## src/rtl/core/clem_mult.sv

```systemverilog
// Registered 33x33 signed multiplier shared by all products of the sequencer.
module clem_mult (
   input  logic               clock,
   input  logic signed [32:0] op_a,
   input  logic signed [32:0] op_b,
   output logic signed [65:0] prod_ff
);

   // one product per cycle, result registered
   always_ff @(posedge clock) begin
      prod_ff <= op_a * op_b;
   end

endmodule

```

## config.mk

```make
export PLATFORM = sky130hd
export DESIGN_NAME = clem_mult
export DESIGN_NICKNAME = d
export VERILOG_FILES = /design/src/rtl/core/clem_mult.sv
export SDC_FILE = /design/constraint.sdc
export NUM_CORES = 2
export LEC_CHECK = 0
export ABC_CLOCK_PERIOD_IN_PS = 24400
export BUFFER_PORTS_ARGS = -buffer_cell sky130_fd_sc_hd__clkbuf_2
export CAP_MARGIN = 0
export CORE_MARGIN = 2
export CORE_UTILIZATION = 60
export DETAILED_ROUTE_END_ITERATION = 10
export PLACE_DENSITY_LB_ADDON = 0.05
export SLEW_MARGIN = 15
export SYNTH_ARGS = -nofsm -noshare
export SYNTH_HDL_FRONTEND = slang
export SYNTH_SLANG_ARGS = --single-unit
```

## constraint.sdc

```tcl
create_clock -name clock -period 24.4 [get_ports clock]
set_input_delay 2.44 -clock clock [delete_from_list [all_inputs] [get_ports clock]]
set_output_delay 2.44 -clock clock [all_outputs]
set_load 0.02 [all_outputs]
```

==> flow_summary.yaml <==
synthesis:
  ys_top_cells_by_count: "1145 x fa_1, 1131 x inv_1, 562 x and2_1"
  ys_types: 80
  yosysWarnings: 0
  syn_area_per_cell_um2: 9.390
  synthCells: 4338
  synth-seq-cells: 66
  synth_edf_count: 0
  netlist_area_um2: 40730
  yosysTopAreaCell: "fa_1"
  yosys.cell_count.top_type: "fa_1"
  ys_top_cells_by_area: "fa_1 56%, inv_1 10%, and2_1 8.6%"
  ys.flop_type: "dfxtp_1"
  synth.net_count: 5767
  ys_async_sr_fraction: 0
  synth_top_area_share: 0.5627
  synth_seq_area_share: 0.03244
timing:
  finalSetupViolations: 0
  relSlewSlack: 0.2650
  finalHoldViolations: 0
  fin_crit_ns: 10.39
  rsz0062_at_grt: "false"
  finalCritPeriodShare: 0.4258
  drv_slew: 0
  tightestPinTransition_ns: 1.099
  max_freq_ghz: 0.09626
  timing.setup.tns_ns: 0
routing:
  finalWirelength_mm: 107.0
  vias_per_cell: 5.490
  antenna_left: 0
  num_vias: 28313
  routedLengthMet1_mm: 38.83
  drt_iter0_drc: 1763
  wl_met3_mm: 5.486
  maxUsedRoutingLayer: "met5"
  drc: 0
  wl_met2_mm: 56.73
  avgRoutedWirePerCell_um: 20.75
  firstDrtPassIters: 6
global_routing:
  grt_max_degree: 34
  grt_util_all_layers: 0.3247
  grt_pass1_vias: 30770
  grt-ovfl-total: 0
  antenna_found_initial: 7
  grt_pass1_wl_mm: 172.9
cts:
  post_cts_buffers: 0
  cts_resized: 0
  cts.sinks: 66
  cts_tree: "built"
  cts-buffers-inserted: 9
  cts-root-buf: "clkbuf_16"
  h-tree-depth: 3
  cts_hold_buf: 0
  path_clk_slew_ns: 0.07
  cts.path.max_buffers: 2
cells_and_area:
  n_fill_cell: 5841
  fin_nets: 5707
  multi_input_area_um2: 34320
  largest_register_ff_count: 66
  area_growth_pct: 3.302
  final_cell_count_no_fill: 5157
  drive_above_1_share: 0.04740
  top_regs: "prod_ff: 66 flops"
  seq_area_um2: 1321
  largest_register: "prod_ff"
floorplanning:
  start_util: 0.6065
  rows: 95
  floorplan.die_area_um2: 69990
  io_pins: 133
  die_x_um: 264.6
  die_h_um: 264.6
  core_um2: 67160
critical_path:
  startpoint_type: "input port"
  required_ns: 24.67
  cp_common_cell: "fa_1"
  slowest_stage: "fa_1"
  path_cells: "clkbuf_2, nand2_1, inv_1, fa_1, fa_1, inv_1, fa_1, inv_1, fa_1, fa_1, fa_1, fa_1, inv_1, fa_1, inv_1, ha_1, and3_1, nand3_1, nand2b_1, a2111oi_4, a211oi_4, a21o_2, a21o_1, a211oi_2"
  crit_start: "op_b[6]"
  worst_setup_path_end_kind: "flop"
  path_class: "in2reg"
  arrival_ns: 10.66
  cp_max_fo: 33
  cpPeakStageDelay_ns: 1.19
placement:
  port_buffers: 132
  dp_hpwl_mm: 88.11
  place.gp.congestion: 0.9030
  placed_cells: 5140
status:
  status: "finished clean"
hold_path:
  holdCritPathClass: "in2reg"
  min_path_cells: 3
  worstHoldEndpoint: "prod_ff[0]"
  hp-start: "op_a[0]"
job:
  cap_violations: 0
-- cells by family after synthesis --
kind of cell / share of synthesized area
AND/OR/NAND/NOR: 0.1578
flip-flops: 0.03244
XOR/XNOR: 0.01462
buffers and inverters: 0.1251
AO/OA/AOI/OAI: 0.04067
adder cells (fa/ha/maj): 0.6294
-- routing by layer --
layer	up-vias	track usage
li1	12206	-
met1	14932	0.4054
met2	921	0.5752
met3	250	0.02982
met4	4	0.1496
met5	-	0
-- worst max-delay path: cells and delay by family --
family,cells,cell delay [ns]
fa+ha+maj,9,5.19
buf+inv,6,1.13
compound gates,5,1.03
simple gates,4,0.82
-- cells in the final DEF, fill, tap and decap left out, types with 7 or more instances in the layout --
cell and n:
fa_1 1145, inv_1 1131, and2_1 562, nand2_1 551, ha_1 217, clkbuf_2 132, nor2_1 68, dfxtp_1 66
a21oi_1 57, xnor2_1 43, a21o_1 36, o21ai_0 25, nand3_1 25, xor2_1 25, buf_4 18, nand2b_1 12
o21bai_1 11, nand4_1 11, clkbuf_16 9, a31oi_1 8, a211oi_1 7, nor3_1 7
-- layout make-up --
cell class,count,share of cell area
antenna,1,0.00005947
clock buffer,10,0.005679
clock inverter,6,0.001576
inverter,1131,0.1009
multi-input combinational,2920,0.8155
sequential,66,0.03140
tap,873,0.02596
timing repair buffer,150,0.01891
-- worst max path at each step --
stage                        endpoint  slack [ns]  cells past startpoint
after global routing      prod_ff[58]       13.59                     24
after global placement    prod_ff[62]       13.83                     24
after CTS                 prod_ff[63]       14.03                     23
after floorplan           prod_ff[62]       14.72                     23
final                     prod_ff[62]       14.01                     24
after detailed placement  prod_ff[63]       13.67                     23
-- per-stage QoR --
| step | setup WS [ns] | area, um^2 | util | hold WS (ns) |
|---|---|---|---|---|
| 3_5_place_dp | 13.67 | 41770 | 0.6220 | 2.854 |
| 4_1_cts | 14.03 | 42080 | 0.6265 | 2.689 |
| 3_3_place_gp | 13.83 | 41770 | 0.6220 | 2.855 |
| 2_1_floorplan | 14.72 | 40730 | - | 2.567 |
| 5_1_grt | 13.59 | 42080 | 0.6266 | 2.714 |
| 6_report | 14.01 | 42080 | 0.6266 | 2.707 |
Power is left out: the tool's default activity adds up to more than one toggle a clock period on the data nets, which glitch-free logic cannot reach.
