$ cat src/rtl/core/clem_sqrt.sv
// Digit-by-digit integer square root of a 64-bit value, one root bit per cycle.
module clem_sqrt (
   input  logic        clock,
   input  logic        reset,
   input  logic        start,
   input  logic [63:0] radicand,
   output logic        busy,
   output logic [31:0] root
);

   logic [63:0] rad_ff;
   logic [33:0] rem_ff, rem_in;
   logic [31:0] root_ff;
   logic [5:0]  cnt_ff;
   logic        busy_ff;
   logic [35:0] cur;
   logic [36:0] diff;
   logic        ge;

   // bring down two radicand bits, try root*4+1
   always_comb begin
      cur    = {rem_ff, rad_ff[63:62]};
      diff   = {1'b0, cur} - {3'b000, root_ff, 2'b01};
      ge     = ~diff[36];
      rem_in = ge ? diff[33:0] : cur[33:0];
   end

   always_ff @(posedge clock) begin
      if (reset) begin
         busy_ff <= 1'b0;
         cnt_ff  <= '0;
      end else if (start) begin
         busy_ff <= 1'b1;
         cnt_ff  <= '0;
         rad_ff  <= radicand;
         rem_ff  <= '0;
         root_ff <= '0;
      end else if (busy_ff) begin
         rad_ff  <= {rad_ff[61:0], 2'b00};
         rem_ff  <= rem_in;
         root_ff <= {root_ff[30:0], ge};
         cnt_ff  <= cnt_ff + 1'b1;
         if (cnt_ff == 6'd31) begin
            busy_ff <= 1'b0;
         end
      end
   end

   assign busy = busy_ff;
   assign root = root_ff;

endmodule

$ cat config.mk
export PLATFORM = sky130hd
export DESIGN_NAME = clem_sqrt
export DESIGN_NICKNAME = d
export VERILOG_FILES = /design/src/rtl/core/clem_sqrt.sv
export SDC_FILE = /design/constraint.sdc
export NUM_CORES = 1
export LEC_CHECK = 0
export BUFFER_PORTS_ARGS = -buffer_cell sky130_fd_sc_hd__buf_4
export CORE_MARGIN = 2
export CORE_UTILIZATION = 56
export CTS_BUF_LIST = sky130_fd_sc_hd__clkbuf_4 sky130_fd_sc_hd__clkbuf_8
export DETAILED_ROUTE_END_ITERATION = 6
export GPL_ROUTABILITY_DRIVEN = 0
export GPL_TIMING_DRIVEN = 0
export PLACE_DENSITY = 0.86
export SETUP_SLACK_MARGIN = 0.5
export SLEW_MARGIN = 20
export SYNTH_ARGS = -nofsm -noshare
export SYNTH_HDL_FRONTEND = slang
export SYNTH_SLANG_ARGS = --single-unit
$ cat constraint.sdc
create_clock -name clock -period 14.15 [get_ports clock]
set_input_delay 0.7075 -clock clock [delete_from_list [all_inputs] [get_ports clock]]
set_output_delay 0.7075 -clock clock [all_outputs]
set_load 0.02 [all_outputs]
==> impl_metrics.toml <==
[sta]
slew_headroom_pct = 37.4
rsz0062_at_grt = "false"
slew_viol_final = 0
skew_ps = 14.0
fin_ws_ps = 10810
fin_setup_tns_ps = 0
fin_crit_ps = 3340
finalCritPeriodShare_pct = 23.6
max_slew.worst_pin.slew_ps = 916
hold_ws_ps = 453
max_clock_freq_mhz = 300
finalHoldViolCount = 0
setup_viol = 0

[worst_hold_path]
hold_class = "primary input to flip-flop"
worstHoldStart = "reset"

[layout]
seqCellArea_um2 = 4040
syn_to_final_growth_pct = 20.4
finalNonFillerCells = 950
postLayoutCoreUtil_pct = 68.2
drive_gt1_share_pct = 28.0
final_cell_mix = "edfxtp_1 (130), buf_4 (98), nor2_1 (67)"
mostFrequentLayoutCell = "edfxtp_1"
multi_input_area_um2 = 3070
design_area_um2 = 8920
finalNetCount = 862
n_fill_cell = 908
antenna_cells = 0

[yosys]
ys_ff_latch = 137
synth.mux.area_fraction_pct = 9.69
synth_edf_count = 130
yosys.area_share.simple_pct = 10.9
synth_xor_area_share_pct = 3.66
synth.avg_cell_area_um2 = 11.6
synth_top_family_by_area = "compound AO/OA/AOI/OAI gates"
syn-cell-area_um2 = 7410
synthFlopType = "edfxtp_1"
yosysSeqAreaShare_pct = 54.5
synth_cells = 639
synth_compound_area_share_pct = 11.4
synthAdderAreaFrac_pct = 5.74
synthArstFlopShare_pct = 0
synth_fp_nets = 740
yosys_warnings = 0
synth_cell_types = 56

[cts]
postCtsSetupBuffers = 0
clockBufferDepth = 2
clkTransAtPathRegs_ps = 80
htree_levels = 4
cts_root_buffer = "clkbuf_8"
cts-buffers-inserted = 17
cts.sinks = 137
postCtsHoldBufs = 0
clock_latency_ps = 450
cts-resized-gates = 0
cts_tree = "done"

[detailed_routing]
first_iter_violations = 346
drtAntennaViolNets = 0
first_pass_iters = 6
vias = 5429
drc_errors = 0
drt-wirelength-per-cell_um = 17.2
viasPerCell = 5.71
drt-total-wl_mm = 16.4

[global_routing]
grt_max_degree = 30
grt_pass1_wl_mm = 26.8
antenna_found_initial = 0
first_global_vias = 5573
overflow = 0
grt.total_usage_pct = 24.0

[critical_path]
cp-start-kind = "flip-flop"
r2r_start = "root[2]$_SDFFCE_PP0P_"
critPathMaxFanout = 10
arrival_ps = 3510
crit_required_ps = 14330
startpoint = "root[2]$_SDFFCE_PP0P_"
worstSetupPathType = "flip-flop to flip-flop"
cp-end-kind = "flip-flop"

[floorplan]
die_h_um = 119
ios = 100
die_w_um = 119
die_area_um2 = 14200
initial_core_util_pct = 56.7
coreArea_um2 = 13100
row_count = 42

[place]
io_buffers = 98
dp_cells = 918
pre_cts_ws_ps = 10370
dpl_cell_area_um2 = 8490
place.detailed.hpwl_mm = 11.8

[power]
ir_worst_vdd_mv = 0.0894
p_per_area_nw_per_um2 = 125
leakage_nw = 3.57
power_mw = 1.12

[job]
maxCapViolations = 0

[outcome]
status = "complete, no violations"
==> logic make-up (layout without fill, tap and decap cells) <==
kind of cell | after synthesis | after routing
compound gates | 121 | 121
xor+xnor | 31 | 31
fa+ha+maj | 34 | 34
buf+inv | 67 | 202
flops | 137 | 137
mux | 64 | 64
simple gates | 185 | 185
==> registers in the layout, indices dropped and copies added (netlist names) <==
name    count
rad_ff     64
busy        1
rem_ff     34
cnt_ff      6
root       32
==> cells in the mapped netlist, drive strengths merged, types with 7 or more instances <==
master	instances	area, um2
edfxtp	130	3900
nor2	68	255
nand2	66	248
mux2	62	698
a21oi	51	259
inv	38	143
ha	34	425
clkbuf	19	73.8
xnor2	19	166
xor2	12	105
a211oi	11	118
nand3	11	55.1
o21a	11	82.6
a21o	10	75.1
buf	10	88.8
o21ai	10	50.0
dfxtp	7	140
==> metal layers <==
layer	track usage [%]	wire, um
met1	27.9	6460
met2	40.4	8090
met3	10.0	1550
met4	7.66	261
met5	0	0
==> report_power, final <==
part / leakage [nW] / internal [mW] / switching (mW)
registers: 1.31 / 0.484 / 0.0130
clock network: 0.214 / 0.193 / 0.161
logic: 2.04 / 0.118 / 0.146
==> final timing paths <==
kind / to / slack (ps) / cells past startpoint
max: rem_ff[24]$_SDFFCE_PP0P_ / 10810 / 13
min: busy$_SDFF_PP0_ / 450 / 2
max reg2reg: rem_ff[24]$_SDFFCE_PP0P_ / 10810 / 13
min reg2reg: cnt_ff[5]$_SDFFE_PP0P_ / 510 / 2
==> critical path, stage by stage, from the launching register on <==
cell	delay, ps
edfxtp_1	400
inv_1	100
ha_1	280
a211o_1	330
o211ai_1	320
a21oi_2	140
o22ai_2	220
o211ai_2	170
a311oi_4	370
o21ai_1	160
buf_6	220
buf_2	200
nand2_1	80
a21oi_1	80
==> area by class of cell <==
cell class	instances	area share, %
inverter	38	1.60
buffer	29	1.82
clock inverter	15	2.20
sequential	137	45.3
clock buffer	17	2.62
tap	176	2.47
multi-input combinational	435	34.4
timing repair buffer	103	9.54
(Power assumes the default switching activity.)
