--- config.mk ---
export PLATFORM = sky130hd
export DESIGN_NAME = clem_div
export DESIGN_NICKNAME = d
export VERILOG_FILES = /design/src/rtl/core/clem_pkg.sv /design/src/rtl/core/clem_div.sv
export SDC_FILE = /design/constraint.sdc
export NUM_CORES = 1
export LEC_CHECK = 0
export BUFFER_PORTS_ARGS = -buffer_cell sky130_fd_sc_hd__buf_2
export CAP_MARGIN = 5
export CORE_MARGIN = 3
export CORE_UTILIZATION = 39
export CTS_CLUSTER_SIZE = 12
export DETAILED_ROUTE_END_ITERATION = 6
export SYNTH_ARGS = -nofsm -noshare
export SYNTH_HDL_FRONTEND = slang
export SYNTH_SLANG_ARGS = --single-unit
--- constraint.sdc ---
create_clock -name clock -period 25.5 [get_ports clock]
set_input_delay 5.1 -clock clock [delete_from_list [all_inputs] [get_ports clock]]
set_output_delay 5.1 -clock clock [all_outputs]
set_load 0.1 [all_outputs]
--- src/rtl/core/clem_pkg.sv ---
// Shared widths, register indexes, divider iteration counts and sequencer codes for the contour/lag error monitor.
package clem_pkg;

   localparam int AXIS_W   = 31;
   localparam int ERR_W    = 32;
   localparam int REQ_W    = 280;
   localparam int RSP_W    = 248;
   localparam int DVD_W    = 128;
   localparam int DVS_W    = 64;
   localparam int ITER_W   = 8;
   localparam int HEALTH_W = 17;

   // register indexes on the csr port
   localparam logic [1:0] CSR_POSITION_LIMIT = 2'd0;
   localparam logic [1:0] CSR_CONTOUR_LIMIT  = 2'd1;
   localparam logic [1:0] CSR_LAG_LIMIT      = 2'd2;

   localparam logic [31:0] LIMIT_RESET = 32'd65536;
   localparam logic [HEALTH_W-1:0] HEALTH_ONE = 17'd65536;

   // divider iteration counts per use
   localparam logic [ITER_W-1:0] ITER_LAG    = 8'd128;
   localparam logic [ITER_W-1:0] ITER_HEALTH = 8'd48;
   localparam logic [ITER_W-1:0] ITER_MEAN   = 8'd32;

   // sequencer states
   localparam logic [3:0] ST_IDLE  = 4'd0;
   localparam logic [3:0] ST_MUL1  = 4'd1;
   localparam logic [3:0] ST_MUL2  = 4'd2;
   localparam logic [3:0] ST_SQP   = 4'd3;
   localparam logic [3:0] ST_DIVL  = 4'd4;
   localparam logic [3:0] ST_SQL   = 4'd5;
   localparam logic [3:0] ST_MULL  = 4'd6;
   localparam logic [3:0] ST_SQC   = 4'd7;
   localparam logic [3:0] ST_STAT  = 4'd8;
   localparam logic [3:0] ST_DIVM  = 4'd9;
   localparam logic [3:0] ST_MEAN  = 4'd10;
   localparam logic [3:0] ST_DIVHP = 4'd11;
   localparam logic [3:0] ST_DIVHC = 4'd12;
   localparam logic [3:0] ST_OUT   = 4'd13;

endpackage

--- src/rtl/core/clem_div.sv ---
// Restoring divider, one quotient bit per cycle, dividend pre-aligned to the top bits.
module clem_div (
   input  logic                           clock,
   input  logic                           reset,
   input  logic                           start,
   input  logic [clem_pkg::DVD_W-1:0]     dividend,
   input  logic [clem_pkg::DVS_W-1:0]     divisor,
   input  logic [clem_pkg::ITER_W-1:0]    iters,
   output logic                           busy,
   output logic [63:0]                    quotient
);
   import clem_pkg::*;

   logic [DVS_W-1:0]  rem_ff, rem_in;
   logic [DVD_W-1:0]  dvd_ff;
   logic [DVS_W-1:0]  dvs_ff;
   logic [63:0]       quo_ff;
   logic [ITER_W-1:0] cnt_ff;
   logic              busy_ff;
   logic [DVS_W:0]    trial;
   logic [DVS_W+1:0]  diff;
   logic              ge;

   // trial subtract of the shifted remainder
   always_comb begin
      trial  = {rem_ff, dvd_ff[DVD_W-1]};
      diff   = {1'b0, trial} - {2'b00, dvs_ff};
      ge     = ~diff[DVS_W+1];
      rem_in = ge ? diff[DVS_W-1:0] : trial[DVS_W-1:0];
   end

   always_ff @(posedge clock) begin
      if (reset) begin
         busy_ff <= 1'b0;
         cnt_ff  <= '0;
      end else if (start) begin
         busy_ff <= 1'b1;
         cnt_ff  <= iters;
         rem_ff  <= '0;
         dvd_ff  <= dividend;
         dvs_ff  <= divisor;
         quo_ff  <= '0;
      end else if (busy_ff) begin
         rem_ff  <= rem_in;
         dvd_ff  <= {dvd_ff[DVD_W-2:0], 1'b0};
         quo_ff  <= {quo_ff[62:0], ge};
         cnt_ff  <= cnt_ff - 1'b1;
         if (cnt_ff == 8'd1) begin
            busy_ff <= 1'b0;
         end
      end
   end

   assign busy     = busy_ff;
   assign quotient = quo_ff;

endmodule

==> run metrics <==
run status completed; port bufs 267; Yosys top cell area share between 50 and 60%; Async SR Flop Fraction 0%; Row Count 75; total wire length 38,600 um; Crit path max-delay family buffers and inverters; Final min period 7.74 ns; worst slew pin tran 1.09 ns; leading register cell type out of synthesis edfxtp_1; Iteration-0 DRC Markers 710; Layout area overhead 18.5%; Initial Util approximately two fifths; Final Setup Violations 0; final worst path period share a little under a third; setup TNS 0 ns; Post-route DRC 0; final setup skew 0.0254 ns; Mean Syn Cell Area between 10 and 15 um^2; switching pwr ~0.46 mW; clock tree buffer depth 3; ANT nets after route 0; EDFF count, synth 320; largest net degree at the start of global routing ~120; vias in the first global route ~12,000; CTS H-tree depth 2; ratio of cells with drive above 1 in the final layout 28.6%; post-DP HPWL around 26,000 um; Slew HR roughly 28%; Req. time, crit path approximately 26 ns; most used cell, CP buf_4; Chip Width 214 um; f_max about 130 MHz; Place WS between 15 and 20 ns; Cells after Synth around 1,400; Sequential Power Share 43.2%; PD cells between 70 and 80 nW/um^2; clock sink count roughly 330; Root Buffer clkbuf_16; synth top area cells edfxtp_1 57%, mux2_2 8.5%, ha_1 4.9%, a21oi_1 3.6%, nand2_1 3.3%; CP cell instances buf_8 > nor2_1 > nor2_4 > buf_4 > buf_4; crit path launch type primary input; commonest non-fill, non-tap cell in the layout edfxtp_1; Switching Share between 20 and 30%; post-layout net count 1,926; CTS Buf Count 39; max cap viols 0; Synth warnings 0; post-synthesis sequential area ratio between 50% and 60%; worst hold margin around 0.54 ns; synthesized area 16,900 um^2; slowest stage delay, CP 0.94 ns; fin. max-slew vios 0; CP Buf/Inv Count 3; Worst Hold Class flop to flop; Static Leakage roughly 8 nW; # Post-CTS Setup Buffers 0; Mapped Nets 1,678; RSZ-0062 raised after global routing no; Crit path arrival time just under 8 ns; die height ~210 um; Final Total Pwr 1.54 mW; Cell variety after synth roughly 70; Skew-Pair Late Insertion Delay approximately 0.55 ns; die area 45,800 um^2; worst vdd ir ~0.053 mV; hold buffer count at CTS 0; CTS clock-pin slew for the worst setup and hold paths ~0.06 ns; DP Area 18,800 um^2; Seq cells post-synth around 330; GR Util All Layers between 15 and 20%; CTS tree built; first-pass GRT wire length approximately 62,000 um; area leader, netlist edfxtp_1; WL/cell around 17 um; vias roughly 11,000; Int Power between 1 and 1.5 mW; CTS resizes 0; final instance area 20,000 um^2; Comb pwr share between 20 and 25%; Final Hold Vio Count 0; gr ovfl total 0; RePlAce Congestion 0.831; clock group share of total power about a third; Crit Path Class primary input to flop; Crit. End Element flop; core area 42,300 um^2; CP max stage cell buf_4; antenna violations before repair 23; crit path max fanout about 110; worst setup margin between 15 and 20 ns; I/O pin count between 200 and 300; most frequent cells in the layout 320 x edfxtp_1, 266 x buf_2, 149 x nand2_1, 127 x mux2_2, 122 x a21oi_1; routed vias/inst between 5 and 6; Pre-antenna DRT Iters 5
power by group through the flow:
stage,Sequential [mW],Combinational [mW],Clock (mW)
2_1_floorplan,0.726,0.226,0
3_5_place_dp,0.677,0.345,0
5_1_grt,0.672,0.383,0.572
3_3_place_gp,0.677,0.341,0
4_1_cts,0.667,0.346,0.552
6_report,0.667,0.344,0.532
area by class of cell:
cell class | instances | area (um^2)
timing repair buffer | 276 | 1410
clock inverter | 21 | 175
multi-input combinational | 925 | 6520
sequential | 329 | 9790
clock buffer | 50 | 1040
inverter | 85 | 319
fill | 3931 | 22300
tap | 577 | 722
antenna | 12 | 30.0
cell families after synthesis:
family | after synthesis | synth area share [%]
compound gates | 295 | 11.2
xor+xnor | 62 | 3.22
fa+ha+maj | 67 | 5.01
buf+inv | 154 | 3.59
flops | 329 | 58.0
mux | 127 | 8.47
simple gates | 374 | 10.5
through the flow:
stage | utilization [%] | cells
6_report | 47.3 | 2275
5_1_grt | 47.3 | 2271
4_1_cts | 47.2 | 2263
3_5_place_dp | 44.3 | 2192
3_3_place_gp | 44.3 | 2192
2_1_floorplan | - | 1408
worst paths after layout:
kind	slack, ns	startpoint	depth (start not counted)	to
worst max-delay path	17.76	start	5	dvd_ff[123]
worst min-delay path	0.54	dvd_ff[98]	1	dvd_ff[99]
worst max register to register	21.02	rem_ff[0]	12	rem_ff[53]
worst min register to register	0.54	dvd_ff[98]	1	dvd_ff[99]
cell usage after synthesis, types with 3 or more instances:
library cell  instances
clkbuf_1             49
edfxtp_1            320
a21boi_0              3
xnor2_1              33
nor2_1               77
nand2b_1              4
ha_1                 66
buf_1                 4
xor2_1               29
o21bai_1              9
nor4_1                4
and2_1                5
o211ai_1              8
a31oi_1               9
inv_1                85
o21ai_0              33
a21oi_1             122
mux2_2              127
and3_1                4
buf_4                 3
nand3_1               8
o21ai_1               9
nor2b_1              68
or3_1                 8
a211oi_1             22
and4_1                3
nor3_1               12
dfxtp_1               9
nand4_1              18
o21a_1                8
nand2_1             149
a21o_1               36
buf_2                12
metal layers:
layer  share of wire [%]  up-vias  global-route usage [%]  routed length [um]
met2                  46      232                    26.2               17800
met1                  43     5453                    20.8               16600
met5                0.43        -                       0                 167
met4                 3.1       24                    6.32                1210
met3                 7.3       88                    5.97                2800
li1                    -     5653                       -                   -
flip-flops by register name, summed over array words and instances, names as in the netlist:
name and flops:
rem_ff 64, quotient 64, busy 1, dvs_ff 64
cnt_ff 8, dvd_ff 128
Note: power is estimated with default switching activity, not from simulation.
